### config.mk
export PLATFORM = sky130hd
export DESIGN_NAME = button_direction_resolver_unit_flat
export DESIGN_NICKNAME = d
export VERILOG_FILES = /design/src/hw/rtl/bdr_pkg.sv /design/src/hw/rtl/bdr_req_if.sv /design/src/hw/rtl/bdr_res_if.sv /design/src/hw/rtl/button_direction_resolver_unit.sv /design/src/flat_wrapper.sv
export SDC_FILE = /design/constraint.sdc
export NUM_CORES = 1
export LEC_CHECK = 0
export BUFFER_PORTS_ARGS = -buffer_cell sky130_fd_sc_hd__buf_2
export CAP_MARGIN = 5
export CORE_ASPECT_RATIO = 0.7
export CORE_MARGIN = 5
export CORE_UTILIZATION = 55
export CTS_BUF_LIST = sky130_fd_sc_hd__clkbuf_4 sky130_fd_sc_hd__clkbuf_8
export DETAILED_ROUTE_END_ITERATION = 16
export PLACE_DENSITY_LB_ADDON = 0.25
export SETUP_SLACK_MARGIN = 0.2
export SYNTH_ARGS = -nofsm -noshare
export SYNTH_HDL_FRONTEND = slang
export SYNTH_SLANG_ARGS = --single-unit
### constraint.sdc
create_clock -name clk -period 3.8 [get_ports clk]
set_clock_uncertainty 0.05 [all_clocks]
set_input_delay 0.19 -clock clk [delete_from_list [all_inputs] [get_ports clk]]
set_output_delay 0.19 -clock clk [all_outputs]
set_load 0.005 [all_outputs]
### src/hw/rtl/bdr_pkg.sv
// Package with the event, button and direction codes of the button direction resolver.
package bdr_pkg;

    localparam int unsigned REQ_W = 2;
    localparam int unsigned BTN_W = 3;
    localparam int unsigned DIR_W = 2;

    typedef enum logic [REQ_W-1:0] {
        REQ_TICK    = 2'd0,
        REQ_PRESS   = 2'd1,
        REQ_RELEASE = 2'd2,
        REQ_QUIT    = 2'd3
    } req_type_t;

    typedef enum logic [BTN_W-1:0] {
        BTN_UP     = 3'd0,
        BTN_DOWN   = 3'd1,
        BTN_LEFT   = 3'd2,
        BTN_RIGHT  = 3'd3,
        BTN_ACTION = 3'd4,
        BTN_JUMP   = 3'd5,
        BTN_PAUSE  = 3'd6,
        BTN_STEP   = 3'd7
    } button_t;

    typedef logic [DIR_W-1:0] dir_t;

    localparam dir_t DIR_NONE  = 2'd0;
    localparam dir_t DIR_LEFT  = 2'd1;
    localparam dir_t DIR_RIGHT = 2'd2;
    localparam dir_t DIR_UP    = 2'd1;
    localparam dir_t DIR_DOWN  = 2'd2;

    typedef struct packed {
        logic up;
        logic down;
        logic left;
        logic right;
    } held_t;

    typedef struct packed {
        logic released;
        logic level;
        logic pressed;
    } btn_flags_t;

endpackage

### src/hw/rtl/bdr_req_if.sv
// Handshake channel that carries one controller event.
interface bdr_req_if;
    import bdr_pkg::*;

    logic             valid;
    logic             ready;
    logic [REQ_W-1:0] req_type;
    logic [BTN_W-1:0] button;

    modport source (output valid, output req_type, output button, input ready);
    modport sink (input valid, input req_type, input button, output ready);
endinterface

### src/hw/rtl/bdr_res_if.sv
// Handshake channel that carries the resolved controller state after one event.
interface bdr_res_if;
    import bdr_pkg::*;

    logic             valid;
    logic             ready;
    logic [DIR_W-1:0] horiz_dir;
    logic [DIR_W-1:0] vert_dir;
    logic [DIR_W-1:0] prev_horiz_dir;
    logic [DIR_W-1:0] prev_vert_dir;
    logic             action_edge_down;
    logic             action_level;
    logic             action_edge_up;
    logic             jump_edge_down;
    logic             jump_level;
    logic             jump_edge_up;
    logic             is_paused;
    logic             quit_seen;

    modport source (
        output valid, output horiz_dir, output vert_dir, output prev_horiz_dir,
        output prev_vert_dir, output action_edge_down, output action_level,
        output action_edge_up, output jump_edge_down, output jump_level,
        output jump_edge_up, output is_paused, output quit_seen, input ready
    );
    modport sink (
        input valid, input horiz_dir, input vert_dir, input prev_horiz_dir,
        input prev_vert_dir, input action_edge_down, input action_level,
        input action_edge_up, input jump_edge_down, input jump_level,
        input jump_edge_up, input is_paused, input quit_seen, output ready
    );
endinterface

### src/hw/rtl/button_direction_resolver_unit.sv
// Top level of the button direction resolver: event register, state update and result register.
// Events enter the event register; results are presented from the result register.
// Throughput: one event per cycle while results are taken; event and result registers each hold
// one transaction, so a stalled result still lets one more event be taken before input stalls.
// Reset: asynchronous active-low reset clears all directions, flags and both valid bits.
module button_direction_resolver_unit
    import bdr_pkg::*;
(
    input  logic      clk,
    input  logic      rst_n,
    bdr_req_if.sink   req,
    bdr_res_if.source res
);

    logic             s1_valid_reg;
    logic [REQ_W-1:0] s1_type_reg;
    logic [BTN_W-1:0] s1_button_reg;
    logic             s1_advance;

    dir_t       horiz_now_reg, horiz_now_next;
    dir_t       vert_now_reg, vert_now_next;
    dir_t       horiz_prev_reg, horiz_prev_next;
    dir_t       vert_prev_reg, vert_prev_next;
    held_t      held_reg, held_next;
    btn_flags_t action_reg, action_next;
    btn_flags_t jump_reg, jump_next;
    logic       pause_reg, pause_next;
    logic       step_reg, step_next;
    logic       quit_reg, quit_next;
    logic       out_valid_reg;

    assign s1_advance = !out_valid_reg || res.ready;
    assign req.ready  = !s1_valid_reg || s1_advance;

    always_ff @(posedge clk or negedge rst_n)
    begin
        if (!rst_n)
        begin
            s1_valid_reg <= 1'b0;
        end
        else if (req.ready)
        begin
            s1_valid_reg <= req.valid;
        end
    end

    always_ff @(posedge clk)
    begin
        if (req.valid && req.ready)
        begin
            s1_type_reg   <= req.req_type;
            s1_button_reg <= req.button;
        end
    end

    always_comb
    begin
        horiz_now_next  = horiz_now_reg;
        vert_now_next   = vert_now_reg;
        horiz_prev_next = horiz_prev_reg;
        vert_prev_next  = vert_prev_reg;
        held_next       = held_reg;
        action_next     = action_reg;
        jump_next       = jump_reg;
        pause_next      = pause_reg;
        step_next       = step_reg;
        quit_next       = quit_reg;
        case (req_type_t'(s1_type_reg))
            REQ_TICK:
            begin
                if (!pause_reg)
                begin
                    horiz_prev_next      = horiz_now_reg;
                    vert_prev_next       = vert_now_reg;
                    action_next.pressed  = 1'b0;
                    action_next.released = 1'b0;
                    jump_next.pressed    = 1'b0;
                    jump_next.released   = 1'b0;
                end
                if (step_reg)
                begin
                    pause_next = 1'b1;
                    step_next  = 1'b0;
                end
            end
            REQ_PRESS:
            begin
                case (button_t'(s1_button_reg))
                    BTN_UP:
                    begin
                        vert_now_next = DIR_UP;
                        held_next.up  = 1'b1;
                    end
                    BTN_DOWN:
                    begin
                        vert_now_next  = DIR_DOWN;
                        held_next.down = 1'b1;
                    end
                    BTN_LEFT:
                    begin
                        horiz_now_next = DIR_LEFT;
                        held_next.left = 1'b1;
                    end
                    BTN_RIGHT:
                    begin
                        horiz_now_next  = DIR_RIGHT;
                        held_next.right = 1'b1;
                    end
                    BTN_ACTION: action_next = '{released: 1'b0, level: 1'b1, pressed: 1'b1};
                    BTN_JUMP:   jump_next   = '{released: 1'b0, level: 1'b1, pressed: 1'b1};
                    BTN_PAUSE:  pause_next  = !pause_reg;
                    default:
                    begin
                        if (pause_reg)
                        begin
                            pause_next = 1'b0;
                            step_next  = 1'b1;
                        end
                    end
                endcase
            end
            REQ_RELEASE:
            begin
                case (button_t'(s1_button_reg))
                    BTN_UP:
                    begin
                        vert_now_next = held_reg.down ? DIR_DOWN : DIR_NONE;
                        held_next.up  = 1'b0;
                    end
                    BTN_DOWN:
                    begin
                        vert_now_next  = held_reg.up ? DIR_UP : DIR_NONE;
                        held_next.down = 1'b0;
                    end
                    BTN_LEFT:
                    begin
                        horiz_now_next = held_reg.right ? DIR_RIGHT : DIR_NONE;
                        held_next.left = 1'b0;
                    end
                    BTN_RIGHT:
                    begin
                        horiz_now_next  = held_reg.left ? DIR_LEFT : DIR_NONE;
                        held_next.right = 1'b0;
                    end
                    BTN_ACTION: action_next = '{released: 1'b1, level: 1'b0, pressed: 1'b0};
                    BTN_JUMP:   jump_next   = '{released: 1'b1, level: 1'b0, pressed: 1'b0};
                    default:    ;
                endcase
            end
            default: quit_next = 1'b1;
        endcase
    end

    always_ff @(posedge clk or negedge rst_n)
    begin
        if (!rst_n)
        begin
            horiz_now_reg  <= DIR_NONE;
            vert_now_reg   <= DIR_NONE;
            horiz_prev_reg <= DIR_NONE;
            vert_prev_reg  <= DIR_NONE;
            held_reg       <= '0;
            action_reg     <= '0;
            jump_reg       <= '0;
            pause_reg      <= 1'b0;
            step_reg       <= 1'b0;
            quit_reg       <= 1'b0;
            out_valid_reg  <= 1'b0;
        end
        else if (s1_advance)
        begin
            out_valid_reg <= s1_valid_reg;
            if (s1_valid_reg)
            begin
                horiz_now_reg  <= horiz_now_next;
                vert_now_reg   <= vert_now_next;
                horiz_prev_reg <= horiz_prev_next;
                vert_prev_reg  <= vert_prev_next;
                held_reg       <= held_next;
                action_reg     <= action_next;
                jump_reg       <= jump_next;
                pause_reg      <= pause_next;
                step_reg       <= step_next;
                quit_reg       <= quit_next;
            end
        end
    end

    assign res.valid            = out_valid_reg;
    assign res.horiz_dir        = horiz_now_reg;
    assign res.vert_dir         = vert_now_reg;
    assign res.prev_horiz_dir   = horiz_prev_reg;
    assign res.prev_vert_dir    = vert_prev_reg;
    assign res.action_edge_down = action_reg.pressed;
    assign res.action_level     = action_reg.level;
    assign res.action_edge_up   = action_reg.released;
    assign res.jump_edge_down   = jump_reg.pressed;
    assign res.jump_level       = jump_reg.level;
    assign res.jump_edge_up     = jump_reg.released;
    assign res.is_paused        = pause_reg;
    assign res.quit_seen        = quit_reg;

    // A resolved direction always belongs to a button that is still held.
    a_horiz_held: assert property (@(posedge clk) disable iff (!rst_n)
        (horiz_now_reg != DIR_LEFT || held_reg.left)
        && (horiz_now_reg != DIR_RIGHT || held_reg.right)
        && (vert_now_reg != DIR_UP || held_reg.up)
        && (vert_now_reg != DIR_DOWN || held_reg.down))
        else $error("resolved direction without its button held");

    a_edge_level: assert property (@(posedge clk) disable iff (!rst_n)
        (!action_reg.pressed || action_reg.level)
        && (!action_reg.released || !action_reg.level)
        && (!jump_reg.pressed || jump_reg.level)
        && (!jump_reg.released || !jump_reg.level))
        else $error("edge flag disagrees with level flag");

    a_quit_sticky: assert property (@(posedge clk) disable iff (!rst_n)
        quit_reg |=> quit_reg)
        else $error("quit flag cleared without reset");

    a_stall_holds: assert property (@(posedge clk) disable iff (!rst_n)
        !req.ready |-> (s1_valid_reg && out_valid_reg && !res.ready))
        else $error("event channel stalled while a register was free");

endmodule

### src/flat_wrapper.sv
// flat-port wrapper written by rule: the top's interface ports become plain ports
module button_direction_resolver_unit_flat import bdr_pkg::*;
  (clk, rst_n, req_valid, req_req_type, req_button, req_ready, res_valid, res_horiz_dir, res_vert_dir, res_prev_horiz_dir, res_prev_vert_dir, res_action_edge_down, res_action_level, res_action_edge_up, res_jump_edge_down, res_jump_level, res_jump_edge_up, res_is_paused, res_quit_seen, res_ready);
  bdr_req_if req_i ();
  bdr_res_if res_i ();
  input  logic clk;
  input  logic rst_n;
  input wire logic [$bits(req_i.valid)-1:0] req_valid;
  input wire logic [$bits(req_i.req_type)-1:0] req_req_type;
  input wire logic [$bits(req_i.button)-1:0] req_button;
  output wire logic [$bits(req_i.ready)-1:0] req_ready;
  output wire logic [$bits(res_i.valid)-1:0] res_valid;
  output wire logic [$bits(res_i.horiz_dir)-1:0] res_horiz_dir;
  output wire logic [$bits(res_i.vert_dir)-1:0] res_vert_dir;
  output wire logic [$bits(res_i.prev_horiz_dir)-1:0] res_prev_horiz_dir;
  output wire logic [$bits(res_i.prev_vert_dir)-1:0] res_prev_vert_dir;
  output wire logic [$bits(res_i.action_edge_down)-1:0] res_action_edge_down;
  output wire logic [$bits(res_i.action_level)-1:0] res_action_level;
  output wire logic [$bits(res_i.action_edge_up)-1:0] res_action_edge_up;
  output wire logic [$bits(res_i.jump_edge_down)-1:0] res_jump_edge_down;
  output wire logic [$bits(res_i.jump_level)-1:0] res_jump_level;
  output wire logic [$bits(res_i.jump_edge_up)-1:0] res_jump_edge_up;
  output wire logic [$bits(res_i.is_paused)-1:0] res_is_paused;
  output wire logic [$bits(res_i.quit_seen)-1:0] res_quit_seen;
  input wire logic [$bits(res_i.ready)-1:0] res_ready;
  assign req_i.valid = req_valid;
  assign req_i.req_type = req_req_type;
  assign req_i.button = req_button;
  assign req_ready = req_i.ready;
  assign res_valid = res_i.valid;
  assign res_horiz_dir = res_i.horiz_dir;
  assign res_vert_dir = res_i.vert_dir;
  assign res_prev_horiz_dir = res_i.prev_horiz_dir;
  assign res_prev_vert_dir = res_i.prev_vert_dir;
  assign res_action_edge_down = res_i.action_edge_down;
  assign res_action_level = res_i.action_level;
  assign res_action_edge_up = res_i.action_edge_up;
  assign res_jump_edge_down = res_i.jump_edge_down;
  assign res_jump_level = res_i.jump_level;
  assign res_jump_edge_up = res_i.jump_edge_up;
  assign res_is_paused = res_i.is_paused;
  assign res_quit_seen = res_i.quit_seen;
  assign res_i.ready = res_ready;
  button_direction_resolver_unit u_core (.clk(clk), .rst_n(rst_n), .req(req_i), .res(res_i));
endmodule
Word level (Yosys, flattened, before mapping). Index checks and enable logic that the tools add are counted. Widths: inputs -> output; s select.

Equal/unequal tests: 29. Multiplexer cells: 36. Bitwise operators: 2. Reductions and logical operators: 28.

Operator list (number): $reduce_and 5->1 (10); $ne 2x2->1 const B (15); $pmux 2 s2 (6); $mux 1 (14); $mux 3 (4); $ne 3x3->1 const B (4); $pmux 1 s3 (4); $reduce_and 6->1 (2); $pmux 1 s2 (5); $eq 3x3->1 const B (3); $pmux 4 s2 (1); $reduce_or 7->1 (1); $eq 3x2->1 const B (2); $reduce_or 6->1 (1); $mux 2 (2); $ne 2x1->1 const B (2); $reduce_and 4->1 (1); $reduce_bool 2->1 (2); $eq 3x1->1 const B (1); $logic_not 1->1 (3); $logic_not 3->1 (1); $reduce_and 3->1 (1); $reduce_bool 3->1 (1); $reduce_or 3->1 (1); 6 further kinds (8).

Bits in registers: 28. Input port bits: 9. Output and inout bits: 18. Logic and storage cells: 116.

Depth between registers and ports, before layout.
Depth in word-level cells: 4. Depth in mapped cells: 6. Gate-level depth less buffers: 5.

Worst setup path before layout. Ideal clock, no wire load.

Kind: reg2reg. Start point: reg u_core.s1_type_reg[0]. End point: reg u_core.horiz_now_reg[0], in the netlist u_core.res.horiz_dir[0]. Library setup time: 0.125 ns. Arrival: 1.502 ns. Required time: 3.625 ns. Slack: 2.123 ns. Stages on the path, launching flop included: 6. Buffers on the path: 0. Period minus slack after synthesis: 1.677 ns. Path through: edfxtp_1 inv_1 ha_1 or2_1 a211oi_2 mux2_2.

Longest elaborated chain between the ends: 3. Elaborated cells between the ends (all ways): 7. Those cells by class: 4 x eq/ne; 1 x mux; 2 x reduce/logical.

RTL lines: start, declared (RTL line button_direction_resolver_unit.sv:16) `logic [REQ_W-1:0] s1_type_reg;`; start signal, assigned (RTL line button_direction_resolver_unit.sv:51) `s1_type_reg <= req.req_type;`; $eq 2x2->1 or $eq 2x1->1 (tied branches) (RTL line button_direction_resolver_unit.sv:68) `case (req_type_t'(s1_type_reg))`; $ne 3x3->1 (no line) or $reduce_bool 2->1 (tied branches); $reduce_and 5->1 (no line); end signal, assigned (RTL line button_direction_resolver_unit.sv:175) `horiz_now_reg <= horiz_now_next;`; end, declared (RTL line button_direction_resolver_unit.sv:20) `dir_t horiz_now_reg, horiz_now_next;`.

Several ways; a longest one is shown, not always the timed one. A chain may end at the register's enable or synchronous reset.

Worst setup path in the final report.
Start point: reg u_core.s1_type_reg[0]. End point: reg u_core.action_reg (netlist bit u_core.res.action_edge_down).

Longest elaborated chain between the ends: 3. Elaborated cells between the ends (all ways): 9. Those cells by class: 5 x eq/ne; 1 x mux; 3 x reduce/logical.

RTL lines: $eq 2x2->1, or another cell as far along (RTL line button_direction_resolver_unit.sv:68); $ne 2x2->1 (no line) or $reduce_bool 3->1 (tied branches); $reduce_and 6->1 (no line); end signal, assigned (RTL line button_direction_resolver_unit.sv:180) `action_reg <= action_next;`; end, declared (RTL line button_direction_resolver_unit.sv:25) `btn_flags_t action_reg, action_next;`.

Several ways; a longest one is shown, not always the timed one.

==> run_results.csv <==
group,metric,value,unit
place,pre_cts_slack,1.75,ns
power_and_ir_drop,p_total,783,uW
drt,num_vias,1048,
final_layout,layout-drive-gt1-share,26.7,%
logic_synthesis,yosys-top-cells-count,"sky130_fd_sc_hd__dfrtp_1, sky130_fd_sc_hd__inv_1, sky130_fd_sc_hd__mux2_2, sky130_fd_sc_hd__nand2_1",
worst_setup_path,largest_fanout_of_any_net_on_the_critical_path,15,
logic_synthesis,yosysMostFrequentCell,"sky130_fd_sc_hd__dfrtp_1",
clocking,postCtsResizedCells,0,
logic_synthesis,synthArstFlopShare,82.1,%
drt,drc_errors,0,
worst_setup_path,capture_point_of_the_worst_reg_to_reg_path,"u_core.res.action_edge_down",
sta,min_setup_slack_post_route,1.70,ns
logic_synthesis,ys_dominant_reg_cell,"sky130_fd_sc_hd__dfrtp_1",
clocking,cts_sinks,28,
worst_setup_path,reg2reg_from,"u_core.s1_type_reg[0]",
global_route,global_route_wire_length_before_repair,5030,um
power_and_ir_drop,net-switching-power,231,uW
sta,setup_violations,0,
place,place_hpwl,2030,um
final_layout,finish.instance_area,1640,um^2
sta,number_of_max_slew_violations_in_the_final_report,0,
sta,timing_worst_slew_pin_value,0.920,ns
place,finalWeightedCongestion,0.810,
sta,max_freq,477,MHz
sta,layout_worst_path_cycle_share,55.2,%
clocking,clock_root_buffer,"sky130_fd_sc_hd__clkbuf_4",
worst_setup_path,reg2reg_setup_slack,1.70,ns
clocking,cts_max_path_buffers,2,
run_status,outcome,"complete, no violations",
drt,postRouteWirelength,2860,um
power_and_ir_drop,p_sw_share,29.5,%
global_route,grt_start_max_net_pins,24,
clocking,cts-buffers-inserted,3,
sta,fin_setup_tns,0,ns
logic_synthesis,ys_seq_area_share,52.3,%
logic_synthesis,netlist-cell-type-count,39,
power_and_ir_drop,cellLeakagePower,0.741,nW
global_route,track_usage,17.4,%
clocking,clock_transition_at_path_regs,0.14,ns
drt,detail_route_antenna_nets,0,
worst_setup_path,worst_ep_arrival_time,2.28,ns
sta,final_report_hold_violation_count,0,
die,ios,27,
logic_synthesis,syn-mean-instance-area,11.6,um^2
power_and_ir_drop,p_int,552,uW
die,die-width,70.0,um
power_and_ir_drop,clock_network_power_share,18.4,%
sta,fin_crit,2.10,ns
clocking,clock_tree_from_tritoncts,"built",
place,place_area,1530,um^2
logic_synthesis,dominant_combinational_cell_family_by_area_after_synthesis,"compound AO/OA/AOI/OAI gates",
logic_synthesis,synth-compound-area-share,15.0,%
place,buffer_ports.inserted,26,
power_and_ir_drop,fraction_of_power_consumed_by_sequential_logic,54.9,%
logic_synthesis,postSynthRegisterBits,28,
logic_synthesis,synth_top_area_share,41.5,%
drt,drt_first_pass_iters,4,
global_route,grt_antenna_before_repair,0,
final_layout,design.final.nets,164,
drt,detail_route.vias_per_cell,5.70,
logic_synthesis,syn-instance-count,119,
clocking,h-tree-depth,1,
logic_synthesis,mappedNetlistNets,132,
flow_run,max_cap_violations,0,
power_and_ir_drop,ir_drop,0.257,mV
logic_synthesis,synth_edf_count,5,
global_route,overflow,0,
sta,timing.slew.headroom,38.5,%
final_layout,largest_register_ff_count,4,
global_route,grt_pass1_vias,1077,
logic_synthesis,post_synth_fa_ha_maj_area_fraction,3.61,%
worst_setup_path,timing.critical_path.to_type,"register",
logic_synthesis,synthTopCellsByArea,"sky130_fd_sc_hd__dfrtp_1, sky130_fd_sc_hd__edfxtp_1, sky130_fd_sc_hd__mux2_2, sky130_fd_sc_hd__ha_1, sky130_fd_sc_hd__mux2i_1",
worst_setup_path,worst_setup_path_start_kind,"register",
worst_setup_path,worstPathRequired,3.98,ns
drt,avgRoutedWirePerCell,15.6,um
sta,rsz0062_at_grt,"no",
drt,dr.first_iter.drc_count,121,
die,core,2440,um^2
die,die_area,3640,um^2
logic_synthesis,post_synth_instance_area,1390,um^2
power_and_ir_drop,powerDensity,478,nW/um^2
final_layout,num_antenna_cells,0,
logic_synthesis,post_synth_xor_area_fraction,0,%
min_path,hold_class,"in -> async",
power_and_ir_drop,comb_power_share,26.7,%
clocking,clock_latency,0.33,ns
worst_setup_path,worstSetupPathType,"reg -> reg",
die,row_count,15,
die,die-height,52.0,um
worst_setup_path,worst-r2r-cell-count,5,
logic_synthesis,yosys.area_share.simple,13.4,%
logic_synthesis,synth-warning-count,0,
logic_synthesis,dominant_cell_type_by_area_after_synthesis,"sky130_fd_sc_hd__dfrtp_1",
final_layout,syn2layout_area_growth,18.3,%
die,initial_standard_cell_utilization_of_the_core,56.8,%
logic_synthesis,synth.area.mux_share,11.7,%
## worst max-delay path by stage
| stage | from | endpoint | slack (ns) |
|---|---|---|---|
| after floorplan | u_core.s1_type_reg[0] | u_core.res.horiz_dir[0] | 2.12 |
| after global placement | u_core.s1_type_reg[0] | u_core.res.action_edge_down | 1.84 |
| after detailed placement | u_core.s1_type_reg[0] | u_core.res.action_edge_up | 1.75 |
| after CTS | u_core.s1_type_reg[0] | u_core.res.action_edge_down | 1.71 |
| after global routing | u_core.s1_type_reg[0] | u_core.res.action_edge_down | 1.55 |
| final | u_core.s1_type_reg[0] | u_core.res.action_edge_down | 1.70 |
## metal layers
layer  vias up  part of all wire, %  GRT usage, %
li1        508                    -             -
met1       498                   47          24.2
met2        38                   45          27.1
met3         4                  7.1          4.83
met4         0                 0.63          3.82
met5         -                    0             0
## power groups by stage
stage	sequential (mW)	clock, mW	combinational (mW)
finish	0.430	0.144	0.209
global route	0.442	0.161	0.234
CTS	0.429	0.148	0.213
detailed placement	0.436	0	0.207
global placement	0.431	0	0.199
floorplan	0.431	0	0.119
## cell families (layout without fill, tap and decap cells)
family,Yosys count,after routing
simple gates,33,33
mux,15,15
flops,28,28
fa+ha+maj,4,4
buf+inv,14,45
compound gates,25,25
## final cells by class
class | count | area [um^2]
fillers | 198 | 800
flip-flops and latches | 28 | 726
multi-input cells | 77 | 606
repair buffers | 33 | 200
well taps | 34 | 42.5
clock buffers | 4 | 36.3
inverters | 8 | 30.0
## metrics by stage
step / util (%) / hold WS (ns) / instances
after floorplan: - / -0.156 / 119
after global placement: 62.9 / 0.136 / 173
after detailed placement: 62.9 / 0.143 / 173
after CTS: 67.2 / 0.307 / 184
after global routing: 67.2 / 0.340 / 184
final: 67.2 / 0.286 / 184
## layout by cell type, fill, tap and decap left out, drive strengths merged, types with 2 or more instances in the layout
cell / netlist / layout
o2111ai: 5 / 5
nor2: 2 / 2
nand4: 3 / 3
a211oi: 3 / 3
clkbuf: 4 / 4
nor3: 2 / 2
a22o: 3 / 3
nor2b: 3 / 3
buf: 2 / 26
or3: 3 / 3
mux2i: 5 / 5
inv: 8 / 8
dfrtp: 23 / 23
edfxtp: 5 / 5
mux2: 10 / 10
ha: 4 / 4
o2bb2ai: 2 / 2
nand2b: 3 / 3
o31ai: 2 / 2
nand2: 8 / 8
nor4: 2 / 2
dlygate4sd3: 0 / 7
a21oi: 2 / 2
## worst max-delay path, cell delays in order, from the launching register on
cell                        delay, ns
sky130_fd_sc_hd__edfxtp_1        0.45
sky130_fd_sc_hd__inv_1           0.10
sky130_fd_sc_hd__ha_1            0.48
sky130_fd_sc_hd__nor2_1          0.21
sky130_fd_sc_hd__o2111ai_1       0.33
sky130_fd_sc_hd__mux2_2          0.38
## repair_timing
action,CTS,global route
endpoints found under the hold margin,29,0
hold buffers,7,0
setup buffers,0,0
No activity file was read; power rests on OpenSTA's default activity.
